$ cat src/dmap_pkg.sv
// Shared types and constants for the depth-to-RGB565 colormap block.
`timescale 1ns / 1ps

package dmap_pkg;

  localparam int DEPTH_W = 16;
  localparam int CHAN_W  = 8;
  localparam int COLOR_W = 16;
  localparam int X_W     = 11;   // offset inside a segment, largest is 1999
  localparam int BASE_W  = 12;   // stop positions below the saturation point
  localparam int RECIP_W = 21;
  localparam int PROD_W  = X_W + RECIP_W;
  localparam int QUO_LSB = 20;

  // gradient stops (millimetres)
  localparam logic [DEPTH_W-1:0] STOP_RED    = 16'd200;
  localparam logic [DEPTH_W-1:0] STOP_ORANGE = 16'd500;
  localparam logic [DEPTH_W-1:0] STOP_YELLOW = 16'd1000;
  localparam logic [DEPTH_W-1:0] STOP_GREEN  = 16'd2000;
  localparam logic [DEPTH_W-1:0] DEPTH_SAT   = 16'd4000;

  localparam logic [CHAN_W-1:0] CHAN_MAX   = 8'd255;
  localparam logic [CHAN_W-1:0] ORANGE_GRN = 8'd165;

  // per-segment slope k/w in lowest terms, as a ceiling reciprocal scaled by 2^QUO_LSB;
  // 2^20 exceeds x_max * denominator on every segment, so floor(x*C >> 20) is exact
  localparam int SCALE = 1 << QUO_LSB;
  localparam logic [RECIP_W-1:0] RECIP_S0 = RECIP_W'((51 * SCALE + 39) / 40);
  localparam logic [RECIP_W-1:0] RECIP_S1 = RECIP_W'((11 * SCALE + 19) / 20);
  localparam logic [RECIP_W-1:0] RECIP_S2 = RECIP_W'((9 * SCALE + 49) / 50);
  localparam logic [RECIP_W-1:0] RECIP_S3 = RECIP_W'((51 * SCALE + 199) / 200);
  localparam logic [RECIP_W-1:0] RECIP_S4 = RECIP_W'((51 * SCALE + 399) / 400);

  // segment codes
  localparam logic [2:0] SEG_BLK_RED = 3'd0;
  localparam logic [2:0] SEG_RED_ORG = 3'd1;
  localparam logic [2:0] SEG_ORG_YEL = 3'd2;
  localparam logic [2:0] SEG_YEL_GRN = 3'd3;
  localparam logic [2:0] SEG_GRN_BLU = 3'd4;

  typedef struct packed {
    logic       zero;    // depth is zero: black
    logic       sat;     // depth at or beyond the far stop: blue
    logic [2:0] seg;
    logic       exact;   // k*x divides evenly by w (falling channels only)
  } seg_info_t;

endpackage

$ cat src/dmap_seg.sv
// Segment decode and scaled slope product for one depth sample.
`timescale 1ns / 1ps

module dmap_seg (
  input  logic [dmap_pkg::DEPTH_W-1:0] depth,
  output dmap_pkg::seg_info_t          info,
  output logic [dmap_pkg::CHAN_W-1:0]  quo
);
  import dmap_pkg::*;

  logic [BASE_W-1:0]  base;
  logic [BASE_W-1:0]  x_full;
  logic [X_W-1:0]     x;
  logic [RECIP_W-1:0] recip;
  logic [PROD_W-1:0]  prod;

  always_comb begin
    info.zero  = (depth == '0);
    info.sat   = (depth >= DEPTH_SAT);
    info.seg   = SEG_GRN_BLU;
    info.exact = 1'b0;
    if (depth <= STOP_RED) begin
      info.seg = SEG_BLK_RED;
    end else if (depth <= STOP_ORANGE) begin
      info.seg = SEG_RED_ORG;
    end else if (depth <= STOP_YELLOW) begin
      info.seg = SEG_ORG_YEL;
    end else if (depth <= STOP_GREEN) begin
      info.seg = SEG_YEL_GRN;
    end

    case (info.seg)
      SEG_BLK_RED: begin
        base  = '0;
        recip = RECIP_S0;
      end
      SEG_RED_ORG: begin
        base  = STOP_RED[BASE_W-1:0];
        recip = RECIP_S1;
      end
      SEG_ORG_YEL: begin
        base  = STOP_ORANGE[BASE_W-1:0];
        recip = RECIP_S2;
      end
      SEG_YEL_GRN: begin
        base  = STOP_YELLOW[BASE_W-1:0];
        recip = RECIP_S3;
      end
      default: begin
        base  = STOP_GREEN[BASE_W-1:0];
        recip = RECIP_S4;
      end
    endcase

    // only meaningful below saturation, where depth fits in BASE_W bits
    x_full = depth[BASE_W-1:0] - base;
    x      = x_full[X_W-1:0];

    // 255*x/1000 is whole iff x is a multiple of 200; 255*x/2000 iff a multiple of 400
    if (info.seg == SEG_YEL_GRN) begin
      info.exact = x inside {11'd200, 11'd400, 11'd600, 11'd800, 11'd1000};
    end else if (info.seg == SEG_GRN_BLU) begin
      info.exact = x inside {11'd400, 11'd800, 11'd1200, 11'd1600};
    end

    prod = {{RECIP_W{1'b0}}, x} * {{X_W{1'b0}}, recip};
    quo  = prod[QUO_LSB +: CHAN_W];
  end

endmodule

$ cat src/dmap_mix.sv
// Channel assembly from segment and quotient, plus RGB565 packing.
`timescale 1ns / 1ps

module dmap_mix (
  input  dmap_pkg::seg_info_t          info,
  input  logic [dmap_pkg::CHAN_W-1:0]  quo,
  output logic [dmap_pkg::CHAN_W-1:0]  red,
  output logic [dmap_pkg::CHAN_W-1:0]  green,
  output logic [dmap_pkg::CHAN_W-1:0]  blue,
  output logic [dmap_pkg::COLOR_W-1:0] color
);
  import dmap_pkg::*;

  logic [CHAN_W-1:0] fall;   // 255 - ceil(k*x/w)

  always_comb begin
    fall  = CHAN_MAX - quo - {{(CHAN_W-1){1'b0}}, ~info.exact};
    red   = '0;
    green = '0;
    blue  = '0;
    if (info.zero) begin
      red = '0;
    end else if (info.sat) begin
      blue = CHAN_MAX;
    end else begin
      case (info.seg)
        SEG_BLK_RED: begin
          red = quo;
        end
        SEG_RED_ORG: begin
          red   = CHAN_MAX;
          green = quo;
        end
        SEG_ORG_YEL: begin
          red   = CHAN_MAX;
          green = ORANGE_GRN + quo;
        end
        SEG_YEL_GRN: begin
          red   = fall;
          green = CHAN_MAX;
        end
        default: begin
          green = fall;
          blue  = quo;
        end
      endcase
    end
    color = {red[7:3], green[7:2], blue[7:3]};
  end

endmodule

$ cat src/depth_to_rgb565_colormap_core.sv
// Top level of the depth-to-RGB565 heatmap colormap stream block.
`timescale 1ns / 1ps

// Maps each 16-bit depth sample (mm) to a heatmap color over the stops black 0, red 200,
// orange 500, yellow 1000, green 2000, blue 4000; zero is black, 4000 and up is blue.
// One transaction in per clock and one result out per clock when the output is not
// stalled. A sample accepted into the input register passes once through segment
// decode, one 11x21 constant-reciprocal multiply and channel select, and is written
// into the output register when the output is not stalled, which raises out_tvalid.
// While a result waits on out_tready the input register can still take one more
// sample; after that in_tready stays low until the result leaves.
module depth_to_rgb565_colormap_core (
  input  logic                          clk,
  input  logic                          rst_n,
  input  logic                          in_tvalid,
  output logic                          in_tready,
  input  logic [dmap_pkg::DEPTH_W-1:0]  in_tdata,   // [15:0] depth
  output logic                          out_tvalid,
  input  logic                          out_tready,
  output logic [39:0]                   out_tdata   // [15:0] color_rgb565, [23:16] red_level,
                                                    // [31:24] green_level, [39:32] blue_level
);
  import dmap_pkg::*;

  logic                in_valid_r;
  logic                in_valid_nxt;
  logic [DEPTH_W-1:0]  depth_r;
  logic                out_valid_r;
  logic                out_valid_nxt;
  logic [39:0]         out_data_r;
  logic                stall;
  logic                in_fire;
  logic                adv;

  seg_info_t           info;
  logic [CHAN_W-1:0]   quo;
  logic [CHAN_W-1:0]   red;
  logic [CHAN_W-1:0]   green;
  logic [CHAN_W-1:0]   blue;
  logic [COLOR_W-1:0]  color;

  dmap_seg u_seg (
    .depth (depth_r),
    .info  (info),
    .quo   (quo)
  );

  dmap_mix u_mix (
    .info  (info),
    .quo   (quo),
    .red   (red),
    .green (green),
    .blue  (blue),
    .color (color)
  );

  assign stall     = out_valid_r && !out_tready;
  assign adv       = in_valid_r && !stall;
  assign in_tready = !in_valid_r || !stall;
  assign in_fire   = in_tvalid && in_tready;

  always_comb begin
    in_valid_nxt  = in_valid_r;
    out_valid_nxt = out_valid_r;
    if (!stall) begin
      out_valid_nxt = in_valid_r;
    end
    if (in_tready) begin
      in_valid_nxt = in_tvalid;
    end
  end

  always_ff @(posedge clk) begin
    if (!rst_n) begin
      in_valid_r  <= 1'b0;
      out_valid_r <= 1'b0;
    end else begin
      in_valid_r  <= in_valid_nxt;
      out_valid_r <= out_valid_nxt;
    end
  end

  always_ff @(posedge clk) begin
    if (in_fire) begin
      depth_r <= in_tdata;
    end
    if (adv) begin
      out_data_r <= {blue, green, red, color};
    end
  end

  assign out_tvalid = out_valid_r;
  assign out_tdata  = out_data_r;

  a_far_is_blue: assert property (@(posedge clk) disable iff (!rst_n)
    adv && depth_r >= DEPTH_SAT |=> out_tdata == {8'd255, 8'd0, 8'd0, 16'h001F})
    else $error("far depth did not give blue");

  a_zero_is_black: assert property (@(posedge clk) disable iff (!rst_n)
    adv && depth_r == '0 |=> out_tdata == '0)
    else $error("zero depth did not give black");

  a_stop_yellow: assert property (@(posedge clk) disable iff (!rst_n)
    adv && depth_r == STOP_YELLOW |=> out_tdata[39:16] == {8'd0, 8'd255, 8'd255})
    else $error("yellow stop color wrong");

  a_adv_gives_out: assert property (@(posedge clk) disable iff (!rst_n)
    adv |=> out_tvalid)
    else $error("advanced transaction did not reach the output");

  a_pack: assert property (@(posedge clk) disable iff (!rst_n)
    out_tvalid |-> out_tdata[15:0] == {out_tdata[23:19], out_tdata[31:26], out_tdata[39:35]})
    else $error("rgb565 packing disagrees with channels");

endmodule

$ cat config.mk
export PLATFORM = sky130hd
export DESIGN_NAME = depth_to_rgb565_colormap_core
export DESIGN_NICKNAME = d
export VERILOG_FILES = /design/src/dmap_pkg.sv /design/src/dmap_seg.sv /design/src/dmap_mix.sv /design/src/depth_to_rgb565_colormap_core.sv
export SDC_FILE = /design/constraint.sdc
export NUM_CORES = 1
export LEC_CHECK = 0
export BUFFER_PORTS_ARGS = -buffer_cell sky130_fd_sc_hd__buf_4
export CORE_ASPECT_RATIO = 0.9
export CORE_MARGIN = 5
export CORE_UTILIZATION = 50
export CTS_CLUSTER_DIAMETER = 50
export DETAILED_ROUTE_END_ITERATION = 12
export GPL_TIMING_DRIVEN = 1
export PLACE_DENSITY_LB_ADDON = 0.25
export RECOVER_POWER = 50
export SLEW_MARGIN = 5
export SYNTH_ARGS = -nofsm -noshare
export SYNTH_HDL_FRONTEND = slang
export SYNTH_SLANG_ARGS = --single-unit
$ cat constraint.sdc
create_clock -name clk -period 22.4 [get_ports clk]
set_input_delay 4.48 -clock clk [delete_from_list [all_inputs] [get_ports clk]]
set_output_delay 4.48 -clock clk [all_outputs]
set_load 0.05 [all_outputs]
# Yosys cells after proc, flatten, opt, wreduce, memory -nomap -nowiden
# Index checks and enable logic that the tools add are counted.
[op_classes] n_addsub=4 multipliers=1 magnitude_cmp=5 n_eq_ne=11 n_mux=17 n_bitwise=1 reduce_logical=14
[ops] op="$pmux W21 S4" n=1
[ops] op="$mux W8" n=7
[ops] op="$pmux W11 S4" n=1
[ops] op="$eq A11 B10 Y1 const B" n=3
[ops] op="$pmux W8 S4" n=1
[ops] op="$mul A11 B21 Y28" n=1
[ops] op="$pmux W8 S3" n=1
[ops] op="$eq A11 B11 Y1 const B" n=2
[ops] op="$ge A16 B12 Y1 const B" n=1
[ops] op="$le A16 B10 Y1 const B" n=1
[ops] op="$le A16 B11 Y1 const B" n=1
[ops] op="$le A16 B8 Y1 const B" n=1
[ops] op="$le A16 B9 Y1 const B" n=1
[ops] op="$logic_not A16 Y1" n=1
[ops] op="$mux W3" n=4
[ops] op="$eq A11 B8 Y1 const B" n=1
[ops] op="$eq A11 B9 Y1 const B" n=1
[ops] op="$sub A11 B11 Y11" n=1
[ops] op="$add A8 B8 Y8 const A" n=1
[ops] op="$sub A8 B1 Y8" n=1
[ops] op="$sub A8 B8 Y8 const A" n=1
[ops] op="$eq A3 B2 Y1 const B" n=2
[ops] op="$reduce_bool A5 Y1" n=1
[ops] op="$reduce_bool A4 Y1" n=1
[ops] op="other kinds (10)" n=16
[word_totals] reg_bits=58 input_bits=20 output_inout_bits=42 elab_cells=59

# Depth between registers and ports, before layout
# Gate-level depths: netlist (run 1).
[logic_depth] depth_word=17 depth_mapped=42 depth_no_buf=40

# Modules after synthesis
# A second synthesis (run 1) with hierarchy kept.
[hier_totals] hier_cells=1025 area_unflattened_um2=9596.7
[by_module_without_submodules] module="dmap_seg" instances=1 cells_per_inst=817 area_per_inst_um2=6929.1 seq_area_each_um2=0.0
[by_module_without_submodules] module="depth_to_rgb565_colormap_core" instances=1 cells_per_inst=65 area_per_inst_um2=1785.5 seq_area_each_um2=1721.7
[by_module_without_submodules] module="dmap_mix" instances=1 cells_per_inst=143 area_per_inst_um2=882.1 seq_area_each_um2=0.0

# Least setup slack after synthesis (run 1)
# OpenSTA, ideal clock, no wires.
[synth_path] path_type="reg2reg" from="register depth_r[0]" to="register out_data_r[31], in the netlist out_tdata[31], data pin" setup_ns=0.274 t_arrival_ns=9.376 t_required_ns=22.126 setup_slack_ns=12.750 path_stages_with_launch=37 path_buffers=1 synth_period_minus_slack_ns=9.650 cell_sequence="edfxtp_1 nor2_1 o21ba_2 o31ai_1 inv_1 nor2_1 clkbuf_1 nand2_1 clkinv_1 ha_1 inv_1 fa_1 a21oi_1 o2111ai_1 a21o_1 a21oi_1 xor2_1 a21oi_1 fa_1 fa_1 fa_1 fa_1 inv_1 fa_1 inv_1 ha_1 a211oi_1 nor2_1 a2111oi_0 o21bai_1 a41oi_4 o311ai_4 a21oi_1 xnor3_2 and2_1 mux2i_1 a221oi_1"
[synth_via] elab_chain_cells=17 elab_cells_between_ends=37 cone_classes="add/sub: 4; mul: 1; order compare: 5; eq/ne: 11; mux: 11; bitwise: 1; reduce/logical: 4"
[synth_lines] element="start: declaration" line_no="depth_to_rgb565_colormap_core.sv:27" rtl="logic [DEPTH_W-1:0] depth_r;"
[synth_lines] element="start signal: assignment" line_no="depth_to_rgb565_colormap_core.sv:85" rtl="depth_r <= in_tdata;"
[synth_lines] element="parallel branches: the longest is 16 deep, another holds $mul A11 B21 Y28"
[synth_lines] element="$mux W8 *" line_no="dmap_mix.sv:21" rtl="if (info.zero) begin"
[synth_lines] element="end signal: assignment" line_no="depth_to_rgb565_colormap_core.sv:88" rtl="out_data_r <= {blue, green, red, color};"
[synth_lines] element="end: declaration" line_no="depth_to_rgb565_colormap_core.sv:30" rtl="logic [39:0] out_data_r;"
# Mark *: on every way between the ends.
# A chain may end at the register's enable or synchronous reset.

# Final worst setup path (run 1)
[layout_path] from="register depth_r[1]" to="register out_data_r[31], in the netlist out_tdata[31], data pin"
# Same word-level chain as after synthesis.

==> key figures, run 1 <==
Yosys
  • Largest cells by area after synthesis: fa_1, edfxtp_1, ha_1
  • Async set-reset flop share out of synthesis: 0%
  • Avg Cell Area, Syn: 8.98 um^2
  • Number of warnings reported in the yosys synthesis log: 0
  • Cell accounting for the most synthesized area: fa_1
  • Cells after Synth: 982
  • Post-Synthesis Cell Area: 8810 um^2
  • Flip-flop and latch count after synthesis: 42
  • Count of cell types in the netlist: 64
  • Net Count, Synth: 1228
  • Number of enable flip-flop cells after synthesis: 40
  • Seq/Total Area, Yosys: 14.1%
  • Most common flop cell mapped by yosys: edfxtp_1
  • Share of the synthesized area in the top cell type: 35.0%

Placement
  • Number of port buffers: 61
  • Cells after DPL: 1255
  • Final HPWL DP: 20500 um
  • Routability congestion estimate: 1.07
  • Post-placement setup slack: 10.48 ns

Clock network
  • Clock tree root buffer cell: clkbuf_16
  • CTS Sinks: 42
  • Number of hold buffers added after CTS: 0
  • Buffer count from post-CTS setup fixing: 0
  • H-tree depth reported by CTS: 2
  • Maximum number of buffers from clock root to sink: 2
  • Count of cells resized by post-cts repair: 0
  • CTS clk-pin slew, worst paths: 0.06 ns
  • Clock tree from TritonCTS: yes
  • Clock latency of the later-clocked register in the worst-skew pair: 0.28 ns
  • Cts bufs inserted: 5

Final layout
  • Layout cell share with drive strength beyond 1: 6.06%
  • Highest-count cells in the layout ignoring fill and taps: inv_1, fa_1, nand2_1, nor2_1, ha_1
  • Final #Nets: 1268
  • Most frequent standard cell in the layout excluding fill and tap cells: inv_1
  • Area grow syn2layout: 7.24%
  • Final-layout fill cell count: 1736
  • Final antenna diode count: 0
  • Final standard cell count with taps included and fillers excluded: 1263

Worst setup path
  • Worst EP arrival: 12.24 ns
  • Reg-to-Reg Start: depth_r[1]
  • Crit path largest cell delay: 0.62 ns
  • Cell family with the largest share of critical-path delay: adder cells
  • Dominant cell type by count on the critical path: fa_1
  • Logic depth of the worst register-to-register path: 35
  • Critical path endpoint category: register
  • Req. time, crit path: 22.42 ns
  • Number of buffers and inverters on the critical path: 5
  • Capturing point of the worst reg2reg path: out_tdata[31]
  • Setup crit start kind: register
  • Slowest-stage cell, CP: edfxtp_1
  • FF-to-FF setup slack: 10.18 ns
  • CP max FO: 21
  • CP Class: reg2reg

STA
  • Setup repair after global routing missed its margin: no
  • Tightest Pin Transition: 1.21 ns
  • Period Utilization, post-route: 54.6%
  • Post-route worst hold slack: 0.531 ns
  • Relative slew slack: 18.8%
  • Least setup slack across all paths after layout: 10.18 ns
  • Fin. Hold Viols: 0
  • Clock tree skew after final layout: 0.00446 ns
  • Number of pins exceeding their max-slew limit in the final report: 0
  • Time the final worst path needs with I/O delays and setup: 12.22 ns
  • Total negative slack: 0 ns
  • Number of endpoints failing setup at the final stage: 0
  • Max Freq: 81.8 MHz

GRT
  • Pin count of the biggest net entering global routing: 30
  • First-pass GRT wire length: 39000 um
  • Grt total ovfl: 0
  • GRT Total Usage: 25.0%
  • Antenna violations before repair: 0
  • Via count of the first global-routing pass: 7089

Worst hold path
  • Min-Delay Path Depth: 1
  • Class of the worst hold path: reg2reg
  • Beginning of the worst hold path: in_valid_r
  • Worst-case hold path end point: out_tvalid

Die
  • DIE HEIGHT: 136 um
  • Area of the core: 17500 um^2
  • Initial standard-cell utilization of the core: 50.4%
  • Total die area: 20400 um^2
  • Die Span X: 150 um
  • I/O pins: 62
  • # rows: 46

Power and ir drop
  • Peak VDD IR: 0.0693 mV
  • Power per cell area: 101 nW/um^2
  • Leakage power: 4.35 nW

Run
  • Max-capacitance violation count: 0

Drt
  • Count of routing violations after the opening detailed-route iteration: 655
  • Number of nets still failing antenna checks after routing: 0
  • Vias after detailed routing: 7048
  • Initial DRT Pass Iterations: 6
  • Number of vias per cell after detailed routing: 5.58
  • Highest metal used: met4
  • Met3 wire length: 3240 um
  • Final routed wire length divided by cell count: 19.6 um
  • DRC Markers: 0
  • Met1 Wirelength: 10600 um
  • WL final: 24700 um
  • Met2 Routed Length: 10400 um

Status
  • Run status: complete, no violations
## cell type report
cell class | count | area (um^2) | area share, %
Inverter | 218 | 818 | 8.66
Multi-Input combinational cell | 679 | 6530 | 69.1
Clock buffer | 6 | 129 | 1.36
Clock inverter | 2 | 13.8 | 0.146
Sequential cell | 42 | 1240 | 13.1
Tap cell | 240 | 300 | 3.18
Timing Repair Buffer | 76 | 417 | 4.41
## sequential cells by signal, summed over array words and instances (netlist names)
register and cells:
out_tdata 24, depth_r 16, in_valid_r 1, out_tvalid 1
## cell usage after synthesis, types with 7 or more instances
master,instances
xnor2_1,23
a221oi_1,8
nand2_1,99
nor2_1,99
nand2b_1,9
nand4_1,7
inv_1,215
o21ai_0,32
nor3_1,12
and2_1,15
o211ai_1,8
a211oi_1,7
fa_1,154
nand3_1,26
edfxtp_1,40
clkbuf_1,24
a21oi_1,34
ha_1,72
buf_4,16
## kinds of logic after synthesis
logic type / Yosys count / share of synthesized area [%]
compound gates: 126 / 9.89
xor+xnor: 33 / 3.92
fa+ha+maj: 226 / 45.2
buf+inv: 261 / 11.8
flops: 42 / 14.1
mux: 1 / 0.114
simple gates: 293 / 15.0
## how the worst max path moves through the flow
stage                     startpoint       endpoint  slack [ns]  cells after the start
after floorplan           depth_r[0]  out_tdata[31]       12.75                     36
final                     depth_r[1]  out_tdata[31]       10.18                     35
after CTS                 depth_r[1]  out_tdata[31]       10.41                     35
after global placement    depth_r[1]  out_tdata[31]       10.65                     35
after detailed placement  depth_r[1]  out_tdata[31]       10.48                     35
after global routing      depth_r[1]  out_tdata[23]        9.50                     34
## through the flow
stage          utilization [%]  area (um^2)  power [mW]
3_3_place_gp              54.1         9460       0.873
5_1_grt                   54.0         9450        1.08
3_5_place_dp              54.1         9460       0.881
2_1_floorplan                -         8810       0.691
6_report                  54.0         9450       0.957
4_1_cts                   54.9         9610       0.958
## layer usage
layer	global-route usage, %	vias up
met4	3.51	0
met1	37.0	3416
met5	0	-
met3	9.07	43
met2	36.4	418
li1	-	3171
## power by group
group          total [mW]  internal, mW  switching [mW]
logic               0.792         0.302           0.490
clock network      0.0702        0.0413          0.0289
registers          0.0950        0.0915         0.00349
total               0.957         0.435           0.522
Power figures use the tool's default switching activity.
==> inputs of run 2 (changes only) <==
Clock period 22.4 ns to 12.15 ns, I/O delays scaled along.
==> run 2 against run 1 <==
Clock skew is 0.0020 ns higher. Final cell count is 0.24% higher. Setup slack worse by 9.2 ns. Critical path type unchanged. Critical endpoint unchanged. Largest power group unchanged.
==> key figures, run 2 (synthesized netlist as in run 1, its figures left out) <==
Power and ir drop
  • Power per cell area: 187 nW/um^2
  • Post-layout power: 1.78 mW
  • Peak VDD IR: 0.127 mV
  • Leakage power: 4.39 nW

Final layout
  • Post-route cell area: 9520 um^2
  • Layout cell share with drive strength beyond 1: 6.73%
  • Highest-count cells in the layout ignoring fill and taps: inv_1, fa_1, nand2_1, nor2_1, ha_1
  • Max FFs per register: 24
  • Final antenna diode count: 0
  • Most frequent standard cell in the layout excluding fill and tap cells: inv_1
  • Final #Nets: 1271
  • Final standard cell count with taps included and fillers excluded: 1266
  • Area grow syn2layout: 8.01%

Drt
  • Number of vias per cell after detailed routing: 5.54
  • Vias after detailed routing: 7018
  • Count of routing violations after the opening detailed-route iteration: 667
  • WL final: 24400 um
  • Final routed wire length divided by cell count: 19.2 um
  • DRC Markers: 0
  • Number of nets still failing antenna checks after routing: 0
  • Initial DRT Pass Iterations: 5

STA
  • Period Utilization, post-route: 91.9%
  • Tightest Pin Transition: 1.15 ns
  • Clock tree skew after final layout: 0.00649 ns
  • Max Freq: 89.5 MHz
  • Number of endpoints failing setup at the final stage: 0
  • Total negative slack: 0 ns
  • Relative slew slack: 22.8%
  • Setup repair after global routing missed its margin: no
  • Time the final worst path needs with I/O delays and setup: 11.17 ns
  • Fin. Hold Viols: 0
  • Number of pins exceeding their max-slew limit in the final report: 0

GRT
  • First-pass GRT wire length: 38300 um
  • Pin count of the biggest net entering global routing: 29
  • Antenna violations before repair: 0
  • Grt total ovfl: 0
  • GRT Total Usage: 24.5%
  • Via count of the first global-routing pass: 6997

Placement
  • Cells after DPL: 1258
  • Number of port buffers: 61
  • Routability congestion estimate: 1.05
  • Cell area reported after detailed placement: 9490 um^2
  • Final HPWL DP: 20100 um

Clock network
  • CTS Sinks: 42
  • Cts bufs inserted: 5
  • H-tree depth reported by CTS: 2
  • Buffer count from post-CTS setup fixing: 0
  • Clock latency of the later-clocked register in the worst-skew pair: 0.29 ns
  • CTS clk-pin slew, worst paths: 0.06 ns
  • Number of hold buffers added after CTS: 0
  • Count of cells resized by post-cts repair: 0
  • Clock tree root buffer cell: clkbuf_16
  • Maximum number of buffers from clock root to sink: 2
  • Clock tree from TritonCTS: yes

Status
  • Run status: complete, no violations

Die
  • Initial standard-cell utilization of the core: 50.4%
  • Area of the core: 17500 um^2
  • Total die area: 20400 um^2
  • DIE HEIGHT: 136 um
  • Die Span X: 150 um
  • # rows: 46
  • I/O pins: 62

Worst setup path
  • Slowest-stage cell, CP: xnor2_1
  • Req. time, crit path: 12.18 ns
  • Dominant cell type by count on the critical path: fa_1
  • Critical path endpoint category: register
  • Crit path largest cell delay: 0.79 ns
  • CP Class: reg2reg
  • Worst EP arrival: 11.20 ns
  • CP max FO: 21
  • Cell family with the largest share of critical-path delay: adder cells
  • Number of buffers and inverters on the critical path: 5
  • Setup crit start kind: register

Worst hold path
  • Class of the worst hold path: reg2reg

Run
  • Max-capacitance violation count: 0
run 2: cell count changes in the layout (fill, tap and decap cells not counted):
cell        before  now
clkinv_4         1    0
a2bb2oi_2        0    1
clkbuf_1        42   39
inv_8            0    1
clkinvlp_4       0    1
a2bb2oi_1        1    0
buf_4           18   23
bufinv_16        0    1
clkinv_2         1    0
run 2: metrics by stage:
step | hold WS [ns] | setup slack [ns] | util, %
3_5_place_dp | 0.499 | 1.20 | 54.3
3_3_place_gp | 0.503 | 1.34 | 54.3
2_1_floorplan | 0.477 | 2.50 | -
5_1_grt | 0.565 | 0.231 | 54.4
4_1_cts | 0.519 | 1.17 | 55.2
6_report | 0.518 | 0.980 | 54.4
run 2: where the power goes:
part	internal, mW	switching, mW
sequential	0.169	0.00644
combinational	0.555	0.892
clock	0.0983	0.0576
run 2: per-layer routing:
metal	GRT usage (%)	share of wire (%)	up-vias	wire length, um
li1	-	-	3180	-
met2	35.7	43	401	10400
met1	36.8	43	3404	10400
met3	7.80	13	33	3220
met4	2.95	1.5	0	370
met5	1.50	0	-	0
run 2: final cells by class:
class / count / area, um^2
fill: 1652 / 7980
clock inverter: 3 / 48.8
clock buffer: 5 / 125
inverter: 218 / 818
sequential: 42 / 1240
timing repair buffer: 79 / 447
multi-input combinational: 679 / 6540
tap: 240 / 300
run 2: final timing paths:
check                                      to  depth (start not counted)  slack (ns)  startpoint
worst max-delay path            out_tdata[31]                         33        0.98  depth_r[1]
worst min-delay path               out_tvalid                          1        0.52  in_valid_r
worst max register to register  out_tdata[31]                         33        0.98  depth_r[1]
worst min register to register     out_tvalid                          1        0.52  in_valid_r
run 2: worst register-to-register path: cells and delay by family (launching register included):
| family | cells | cell delay [ns] |
|---|---|---|
| AOI/OAI and AO/OA | 11 | 2.50 |
| xor gates and xnor gates | 2 | 1.30 |
| adders and majority gates | 8 | 3.69 |
| buffers and inverters | 5 | 0.50 |
| DFF | 1 | 0.60 |
| muxes | 1 | 0.20 |
| and+or+nand+nor | 6 | 2.13 |
==> inputs of run 3 (changes only) <==
==> constraint.sdc (replaced) <==
create_clock -name clk -period 12.15 [get_ports clk]
set_input_delay 0.6075 -clock clk [delete_from_list [all_inputs] [get_ports clk]]
set_output_delay 0.6075 -clock clk [all_outputs]
set_load 0.05 [all_outputs]
==> run 3 against run 2 <==
Critical path depth is the same. Routed wire length is essentially flat. Clock power is essentially flat. Sequential share of layout area is essentially flat. Maximum frequency shrank 0.18%. Non-clock buffer count is the same. Sequential power is essentially flat. Combinational power is essentially flat. Die area is the same. Clock skew is essentially flat. Critical path type unchanged. Largest power group unchanged. Highest routed layer unchanged.
==> key figures, run 3 (synthesized netlist as in run 1, its figures left out) <==
Status
  • Run status: complete, no violations

Placement
  • Routability congestion estimate: 1.05
  • Final HPWL DP: 20100 um
  • Cell area reported after detailed placement: 9490 um^2
  • Number of port buffers: 61

STA
  • Period Utilization, post-route: 92.1%
  • Clock tree skew after final layout: 0.00652 ns
  • Max Freq: 89.4 MHz
  • Fin. Hold Viols: 0
  • Number of endpoints failing setup at the final stage: 0
  • Relative slew slack: 22.9%
  • Total negative slack: 0 ns
  • Tightest Pin Transition: 1.15 ns
  • Setup repair after global routing missed its margin: no
  • Number of pins exceeding their max-slew limit in the final report: 0
  • Time the final worst path needs with I/O delays and setup: 11.19 ns

Clock network
  • CTS Sinks: 42
  • Clock tree from TritonCTS: yes
  • Number of hold buffers added after CTS: 0
  • Clock latency of the later-clocked register in the worst-skew pair: 0.29 ns
  • Count of cells resized by post-cts repair: 0
  • Cts bufs inserted: 5
  • H-tree depth reported by CTS: 2
  • Buffer count from post-CTS setup fixing: 0
  • CTS clk-pin slew, worst paths: 0.06 ns
  • Clock tree root buffer cell: clkbuf_16
  • Maximum number of buffers from clock root to sink: 2

Die
  • Die Span X: 150 um
  • DIE HEIGHT: 136 um
  • Area of the core: 17500 um^2
  • # rows: 46
  • I/O pins: 62
  • Total die area: 20400 um^2
  • Initial standard-cell utilization of the core: 50.4%

Worst setup path
  • Number of buffers and inverters on the critical path: 5
  • Crit path largest cell delay: 0.78 ns
  • CP Class: reg2reg
  • Setup crit start kind: register
  • Reg-to-Reg Start: depth_r[1]
  • Slowest-stage cell, CP: xnor2_1
  • Critical path endpoint category: register
  • Dominant cell type by count on the critical path: fa_1
  • Cell family with the largest share of critical-path delay: adder cells
  • Capturing point of the worst reg2reg path: out_tdata[31]
  • Req. time, crit path: 12.18 ns
  • CP max FO: 21
  • FF-to-FF setup slack: 0.96 ns
  • Worst EP arrival: 11.22 ns
  • Logic depth of the worst register-to-register path: 33

Power and ir drop
  • Power per cell area: 187 nW/um^2
  • Peak VDD IR: 0.127 mV
  • Post-layout power: 1.78 mW
  • Leakage power: 4.38 nW

Final layout
  • Max FFs per register: 24
  • Highest-count cells in the layout ignoring fill and taps: inv_1, fa_1, nand2_1, nor2_1, ha_1
  • Post-route cell area: 9510 um^2
  • Area grow syn2layout: 7.92%
  • Final #Nets: 1271
  • Final antenna diode count: 0
  • Most frequent standard cell in the layout excluding fill and tap cells: inv_1
  • Layout cell share with drive strength beyond 1: 6.53%

Drt
  • Number of nets still failing antenna checks after routing: 0
  • Number of vias per cell after detailed routing: 5.58
  • Final routed wire length divided by cell count: 19.2 um
  • Count of routing violations after the opening detailed-route iteration: 667
  • Vias after detailed routing: 7059
  • Initial DRT Pass Iterations: 8
  • WL final: 24400 um
  • DRC Markers: 0

GRT
  • Via count of the first global-routing pass: 6997
  • Grt total ovfl: 0
  • Antenna violations before repair: 0
  • First-pass GRT wire length: 38300 um
  • GRT Total Usage: 24.5%
  • Pin count of the biggest net entering global routing: 29

Worst hold path
  • Min-Delay Path Depth: 1
  • Beginning of the worst hold path: in_tdata[13]
  • Worst-case hold path end point: depth_r[13]
  • Class of the worst hold path: in2reg

Run
  • Max-capacitance violation count: 0
## run 3: metal layers
metal	track usage (%)	part of all wire, %	wire [um]	vias to the layer above
li1	-	-	-	3181
met1	36.8	42	10300	3423
met2	35.7	42	10400	420
met3	7.80	13	3260	35
met4	2.95	1.6	401	0
met5	1.50	0	0	-
## run 3: worst reg2reg max path, delay by kind of cell (launching register included)
| family | cells | cell delay [ns] |
|---|---|---|
| adder cells (fa/ha/maj) | 8 | 3.69 |
| AO/OA/AOI/OAI | 11 | 2.50 |
| AND/OR/NAND/NOR | 6 | 2.12 |
| XOR/XNOR | 2 | 1.32 |
| flip-flops | 1 | 0.60 |
| buffers and inverters | 5 | 0.50 |
| multiplexers | 1 | 0.20 |
## run 3: area by class of cell
class	instances	area, um^2
timing repair buffer	79	439
inverter	218	818
clock inverter	3	48.8
clock buffer	5	125
tap	240	300
sequential	42	1240
fill	1656	7980
multi-input combinational	679	6540
## run 3: metrics by stage
step | instances | hold slack (ns) | setup slack [ns] | util, %
6_report | 1266 | 0.511 | 0.960 | 54.4
5_1_grt | 1266 | 0.503 | 0.231 | 54.4
4_1_cts | 1266 | 0.484 | 1.17 | 55.2
3_5_place_dp | 1258 | 0.499 | 1.20 | 54.3
3_3_place_gp | 1258 | 0.503 | 1.34 | 54.3
2_1_floorplan | 982 | 0.477 | 2.50 | -
## run 3: worst max path at each step
stage / from / to / slack [ns] / cells after the start
after floorplan: depth_r[0] / out_tdata[31] / 2.50 / 36
after detailed placement: depth_r[0] / out_tdata[31] / 1.20 / 35
after global routing: depth_r[1] / out_tdata[31] / 0.23 / 35
after CTS: depth_r[0] / out_tdata[31] / 1.17 / 31
after global placement: depth_r[0] / out_tdata[28] / 1.34 / 34
final: depth_r[1] / out_tdata[31] / 0.96 / 33
## run 3: where the power goes
group          switching, mW  total (mW)  leakage [nW]  internal (mW)
clock                 0.0571       0.155        0.0819         0.0983
combinational          0.892        1.45          3.93          0.555
sequential           0.00643       0.175         0.368          0.169
